[config.mk]
export PLATFORM = sky130hd
export DESIGN_NAME = ffha_ctrl
export DESIGN_NICKNAME = d
export VERILOG_FILES = /design/src/sv/ffha_pkg.sv /design/src/sv/ffha_ctrl.sv
export VERILOG_INCLUDE_DIRS = /design/src /design/src/sv
export SDC_FILE = /design/constraint.sdc
export NUM_CORES = 1
export LEC_CHECK = 0
export ABC_AREA = 1
export BUFFER_PORTS_ARGS = -buffer_cell sky130_fd_sc_hd__buf_2
export CORE_AREA = 2 2 48 61
export DETAILED_ROUTE_END_ITERATION = 8
export DIE_AREA = 0 0 50 63
export GPL_TIMING_DRIVEN = 1
export MAX_ROUTING_LAYER = met4
export PLACE_DENSITY = 0.87
export SLEW_MARGIN = 20
export SYNTH_ARGS = -nofsm -noshare
export SYNTH_HDL_FRONTEND = slang
export SYNTH_SLANG_ARGS = --single-unit
[constraint.sdc]
create_clock -name clk_i -period 3.2 [get_ports clk_i]
set_input_delay 0.16 -clock clk_i [delete_from_list [all_inputs] [get_ports clk_i]]
set_output_delay 0.16 -clock clk_i [all_outputs]
set_load 0.005 [all_outputs]
[src/sv/assert_macros.svh]
// Assertion helpers shared by the allocator modules.
// Both expect clk_i and rst_ni in scope.
`ifndef ASSERT_MACROS_SVH
`define ASSERT_MACROS_SVH

// Check a property on every clock edge out of reset.
`define FFHA_ASSERT(name, prop) \
  name: assert property (@(posedge clk_i) disable iff (!rst_ni) prop) \
    else $error("allocator check failed");

// Check a plain condition on every clock edge out of reset.
`define FFHA_ASSERT_NOW(name, cond) \
  name: assert property (@(posedge clk_i) disable iff (!rst_ni) (cond)) \
    else $error("allocator invariant broken");

`endif

[src/sv/ffha_pkg.sv]
package ffha_pkg;

  // Field widths
  localparam int START_W = 22;
  localparam int SIZE_W  = 23;
  localparam int NEED_W  = 24;
  localparam int ADDR_W  = 48;
  localparam int BYTES_W = 23;
  localparam int STAT_W  = 2;
  localparam int CFG_W   = 64;
  localparam int PADDR_W = 4;

  // Rounding grain and split slack in bytes
  localparam int GRAIN       = 16;
  localparam int SPLIT_SLACK = 16;

  // Request kinds
  localparam logic REQ_ALLOC = 1'b0;
  localparam logic REQ_FREE  = 1'b1;

  // Result status codes
  localparam logic [STAT_W-1:0] ST_OK      = 2'd0;
  localparam logic [STAT_W-1:0] ST_OOM     = 2'd1;
  localparam logic [STAT_W-1:0] ST_ZERO    = 2'd2;
  localparam logic [STAT_W-1:0] ST_UNKNOWN = 2'd3;

  // Register index (paddr[3])
  localparam logic REG_HEAP_BASE = 1'b0;

  // Table read commands
  localparam logic [1:0] RD_NONE = 2'd0;
  localparam logic [1:0] RD_HEAD = 2'd1;
  localparam logic [1:0] RD_ADV  = 2'd2;
  localparam logic [1:0] RD_B    = 2'd3;

  // Table write commands
  localparam logic [2:0] WR_NONE    = 3'd0;
  localparam logic [2:0] WR_SPLIT   = 3'd1;
  localparam logic [2:0] WR_A_SPLIT = 3'd2;
  localparam logic [2:0] WR_GRANT   = 3'd3;
  localparam logic [2:0] WR_FREE    = 3'd4;
  localparam logic [2:0] WR_MERGE   = 3'd5;

  typedef struct packed {
    logic       load;
    logic [1:0] rd;
    logic       latch_a;
    logic       latch_b;
    logic       adv;
    logic [2:0] wr;
    logic       cap_addr;
    logic       out_load;
  } ffha_cmd_t;

  typedef struct packed {
    logic a_free;
    logic a_fits;
    logic split_ok;
    logic a_last;
    logic match;
    logic b_free;
    logic b_last;
  } ffha_sts_t;

endpackage

[src/sv/ffha_ctrl.sv]
`include "assert_macros.svh"

module ffha_ctrl import ffha_pkg::*; (
  input  logic               clk_i,
  input  logic               rst_ni,
  input  logic               req_valid_i,
  output logic               req_ready_o,
  input  logic               req_type_i,
  input  logic [BYTES_W-1:0] alloc_bytes_i,
  input  logic [ADDR_W-1:0]  free_address_i,
  output logic               rsp_valid_o,
  input  logic               rsp_ready_i,
  output logic [STAT_W-1:0]  status_o,
  input  ffha_sts_t          sts_i,
  output ffha_cmd_t          cmd_o
);

  localparam logic [3:0] S_IDLE   = 4'd0;
  localparam logic [3:0] S_LATCH  = 4'd1;
  localparam logic [3:0] S_EVAL   = 4'd2;
  localparam logic [3:0] S_WSPLIT = 4'd3;
  localparam logic [3:0] S_MHEAD  = 4'd4;
  localparam logic [3:0] S_MLA    = 4'd5;
  localparam logic [3:0] S_MCHK   = 4'd6;
  localparam logic [3:0] S_MLB    = 4'd7;
  localparam logic [3:0] S_MEVAL  = 4'd8;
  localparam logic [3:0] S_FIN    = 4'd9;

  logic [3:0]        state_q, state_d;
  logic              op_q, op_d;
  logic [STAT_W-1:0] pend_q, pend_d;
  logic              out_valid_q, out_valid_d;
  logic [STAT_W-1:0] status_q, status_d;
  logic              accept, zero_req;

  assign req_ready_o = state_q == S_IDLE;
  assign accept      = req_valid_i && req_ready_o;
  assign zero_req    = (req_type_i == REQ_ALLOC) ? (alloc_bytes_i == '0)
                                                 : (free_address_i == '0);
  assign rsp_valid_o = out_valid_q;
  assign status_o    = status_q;

  // Sequence the list walk, the split and the merge pass
  always_comb begin
    state_d     = state_q;
    op_d        = op_q;
    pend_d      = pend_q;
    out_valid_d = out_valid_q && !rsp_ready_i;
    status_d    = status_q;
    cmd_o       = '0;
    case (state_q)
      S_IDLE: begin
        if (accept) begin
          cmd_o.load = 1'b1;
          op_d       = req_type_i;
          if (zero_req) begin
            pend_d  = ST_ZERO;
            state_d = S_FIN;
          end else begin
            cmd_o.rd = RD_HEAD;
            state_d  = S_LATCH;
          end
        end
      end
      S_LATCH: begin
        cmd_o.latch_a = 1'b1;
        state_d       = S_EVAL;
      end
      S_EVAL: begin
        if (op_q == REQ_ALLOC) begin
          if (sts_i.a_free && sts_i.a_fits) begin
            pend_d = ST_OK;
            if (sts_i.split_ok) begin
              cmd_o.wr = WR_SPLIT;
              state_d  = S_WSPLIT;
            end else begin
              cmd_o.wr       = WR_GRANT;
              cmd_o.cap_addr = 1'b1;
              state_d        = S_FIN;
            end
          end else if (sts_i.a_last) begin
            pend_d  = ST_OOM;
            state_d = S_FIN;
          end else begin
            cmd_o.rd = RD_ADV;
            state_d  = S_LATCH;
          end
        end else begin
          if (sts_i.match) begin
            pend_d   = ST_OK;
            cmd_o.wr = WR_FREE;
            state_d  = S_MHEAD;
          end else if (sts_i.a_last) begin
            pend_d  = ST_UNKNOWN;
            state_d = S_FIN;
          end else begin
            cmd_o.rd = RD_ADV;
            state_d  = S_LATCH;
          end
        end
      end
      S_WSPLIT: begin
        cmd_o.wr       = WR_A_SPLIT;
        cmd_o.cap_addr = 1'b1;
        state_d        = S_FIN;
      end
      S_MHEAD: begin
        cmd_o.rd = RD_HEAD;
        state_d  = S_MLA;
      end
      S_MLA: begin
        cmd_o.latch_a = 1'b1;
        state_d       = S_MCHK;
      end
      S_MCHK: begin
        if (sts_i.a_last) begin
          state_d = S_FIN;
        end else begin
          cmd_o.rd = RD_B;
          state_d  = S_MLB;
        end
      end
      S_MLB: begin
        cmd_o.latch_b = 1'b1;
        state_d       = S_MEVAL;
      end
      S_MEVAL: begin
        // Fold a free neighbor into the current block when both are free, else step on
        if (sts_i.a_free && sts_i.b_free) begin
          cmd_o.wr = WR_MERGE;
        end else begin
          cmd_o.adv = 1'b1;
        end
        state_d = S_MCHK;
      end
      S_FIN: begin
        // Hold until the output register is free
        if (!out_valid_q || rsp_ready_i) begin
          cmd_o.out_load = 1'b1;
          out_valid_d    = 1'b1;
          status_d       = pend_q;
          state_d        = S_IDLE;
        end
      end
      default: state_d = S_IDLE;
    endcase
  end

  always_ff @(posedge clk_i or negedge rst_ni) begin
    if (!rst_ni) begin
      state_q     <= S_IDLE;
      out_valid_q <= 1'b0;
    end else begin
      state_q     <= state_d;
      out_valid_q <= out_valid_d;
    end
  end

  always_ff @(posedge clk_i) begin
    op_q     <= op_d;
    pend_q   <= pend_d;
    status_q <= status_d;
  end

  `FFHA_ASSERT(a_accept_leaves_idle, accept |=> (state_q != S_IDLE))
  `FFHA_ASSERT(a_fin_waits, (state_q == S_FIN && out_valid_q && !rsp_ready_i) |=> (state_q == S_FIN))
  `FFHA_ASSERT_NOW(a_one_table_op, (cmd_o.wr == WR_NONE) || (cmd_o.rd == RD_NONE))

endmodule

==> results.cfg <==
[sta]
tightest_slew_ps = 530
holdWs_ps = 109
slew_headroom_pct = 64.3
setup_viol = 0
hold_violations = 0
rsz0062_at_grt = no
drv_slew = 0
tns_ps = 0
period_minus_slack_ps = 1880
setup_slack_ps = 1320
clock.fmax_ghz = 0.533
clock_skew_ps = 0.575
period_share_pct = 58.7

[finish]
nets = 339
fillers = 283
seqCellArea_um2 = 275
diodes = 0
stdcell_count = 289
drive_gt1_share_pct = 44.3
syn2layout_area_growth_pct = 61.1
multiInputGateArea_um2 = 576

[global_route]
globalRouteOverflowTotal = 0
top_usage_layer = met2
grt_max_degree = 8
grtUsageTotal_pct = 17.2
met2_usage_pct = 32.9
antenna_found_initial = 0
grt_pass1_vias = 1176
grt_pass1_wl_um = 4180
use_met3_pct = 2.87
met1_usage_pct = 17.4

[power]
swShare_pct = 44.8
ir_drop_uv = 223
p_sw_uw = 334
p_leak_uw = 0.000830
power.clock.fraction_pct = 11.6
power_frac_comb_pct = 55.4
power_frac_seq_pct = 33.0
total_power_uw = 745
power.density_nw_per_um2 = 506
cellInternalPower_uw = 411

[worst_setup_path]
worst-path-max-fanout = 5
crit_required_ps = 3040
reg2reg_slack_ps = 1600
arrival_ps = 1720
r2r_start = state_q[2]
start_kind = flip-flop
critPathMaxStageDelay_ps = 480
worstPathCellList = inv_1 -> nor4_1 -> nand3_1 -> o21ai_0 -> buf_2
reg2reg_to = pend_q[0]
slowest_stage = nor4_1
endpoint_kind = output port
path_buf_inv = 2
crit_family = simple AND/OR/NAND/NOR gates
critical_path_class = flip-flop to output port
rr_worst_depth = 10

[placement]
post-place-ws_ps = 1610
gp_congestion = 0.910
dp_cells = 284
port-buffer-count = 96
dp_hpwl_um = 2400

[floorplanning]
die_h_um = 63
io_pins = 98
core_um2 = 2600
die_w_um = 50
initial_core_util_pct = 35.2
die-area_um2 = 3150
num_rows = 21

[synthesis]
synth.distinct_cells = 24
ys_warn_count = 0
synthesis.area_um2 = 915
synth_seq_area_share_pct = 30.1
syn_avg_cell_area_um2 = 5.94
synthCells = 154
ys_seq_elements = 10
synth_nets = 237

[hold_path]
worst_hold_path_type = input port to flip-flop
hold-path-endpoint = op_q
hp-start = req_type_i
min_path_cells = 1

[run_status]
status = completed

[clock_tree]
clockRootBuffer = clkbuf_4
clk_latency_ps = 260
cts.sink_count = 10
clock_path_buffers = 2
clk_pin_slew_worst_paths_ps = 60
cts_resized = 0
cts-buffers-inserted = 3
cts.htree.levels = 1
cts_tree = yes

[routing]
vias = 1323
dr.pass1.iters = 4
drt_iter0_drc = 18
routed_wl_um = 2670
wl_per_cell_um = 9.22
drcViolationCount = 0
drtAntennaViolNets = 0
via_per_inst = 4.58

[run]
cap_violations = 0
## metal layers
| metal | share of wire (%) | vias to the layer above |
|---|---|---|
| met5 | 0 | - |
| met4 | 0 | 0 |
| met3 | 9.4 | 0 |
| met2 | 54 | 69 |
| met1 | 37 | 556 |
| li1 | - | 698 |
## placed cells by master (no fill, tap or decap), types with 2 or more instances in the layout
cell | netlist | routed
a21oi_1 | 5 | 5
o21ai_0 | 6 | 6
nand3_1 | 10 | 10
nor2_4 | 2 | 2
nor2_1 | 49 | 49
buf_2 | 0 | 96
inv_2 | 5 | 5
edfxtp_1 | 5 | 5
inv_1 | 12 | 12
nor2_2 | 3 | 3
dfrtp_1 | 5 | 5
o21ai_1 | 2 | 2
nor3_1 | 2 | 2
nand2_1 | 37 | 37
clkbuf_4 | 0 | 3
## worst max path at each step
stage	from	to	slack (ps)	cells past startpoint
2_1_floorplan	state_q[0]	status_o[0]	1750	6
3_3_place_gp	state_q[2]	pend_q[0]	1610	10
3_5_place_dp	state_q[3]	cmd_o[2]	1610	5
4_1_cts	state_q[3]	cmd_o[2]	1310	5
5_1_grt	state_q[3]	cmd_o[2]	1160	5
6_report	state_q[3]	cmd_o[2]	1320	5
## power by group through the flow
| stage | combinational, uW | sequential (uW) | clock (uW) |
|---|---|---|---|
| final | 413 | 246 | 86.3 |
| after global routing | 466 | 254 | 93.0 |
| after CTS | 417 | 246 | 91.3 |
| after detailed placement | 414 | 249 | 0 |
| after global placement | 411 | 248 | 0 |
| after floorplan | 258 | 240 | 0 |
## flip-flops by register name, summed over array words and instances (netlist names)
register and cells:
op_q 1, state_q 4, status_o 2, pend_q 2, rsp_valid_o 1
## logic make-up (layout without fill, tap and decap cells)
kind of cell / Yosys count / in the layout / share of synthesized area, %
AND/OR/NAND/NOR: 110 / 110 / 52.3
AO/OA/AOI/OAI: 17 / 17 / 10.7
buffers and inverters: 17 / 118 / 6.98
flip-flops: 10 / 10 / 30.1
## synthesized netlist by cell type (all sizes together)
cell type,n,share of area [%]
nor3b,1,0.82
o21ai,8,4.4
o2111ai,1,0.96
edfxtp,5,16
nand3b,1,0.82
o31ai,1,0.82
dfrtp,5,14
a21oi,6,3.7
nand3,11,6.6
nor3,3,2.2
nor2,54,25
nand2,38,16
a21boi,1,0.82
inv,17,7.0
nor4,1,0.68
nand4,1,0.68
## worst reg2reg max path, cell delays in order (launching register included)
cell and delay (ps):
dfrtp_1 480, nor2_4 180, nand2_1 80, nor2_2 140
inv_2 80, nor2_2 120, inv_2 50, nand3_1 60
a21oi_1 40, o21ai_1 90, inv_1 80
## repair_timing
item	4_1_cts	5_1_grt
endpoints found under the hold margin	5	0
hold buffers	1	0
setup buffers	0	0
## per-stage QoR
stage                     cell area [um^2]  utilization [%]
after floorplan                        915                -
after global placement                1440             55.3
after detailed placement              1440             55.3
after CTS                             1470             56.7
after global routing                  1470             56.7
final                                 1470             56.7
## final cells by class
cell class / instances / share of cell area, %
flip-flops and latches: 10 / 18.7
well taps: 34 / 2.89
clock inverters: 1 / 0.255
repair buffers: 97 / 33.3
multi-input cells: 127 / 39.0
inverters: 17 / 4.33
clock buffers: 3 / 1.53
(Power assumes the default switching activity.)
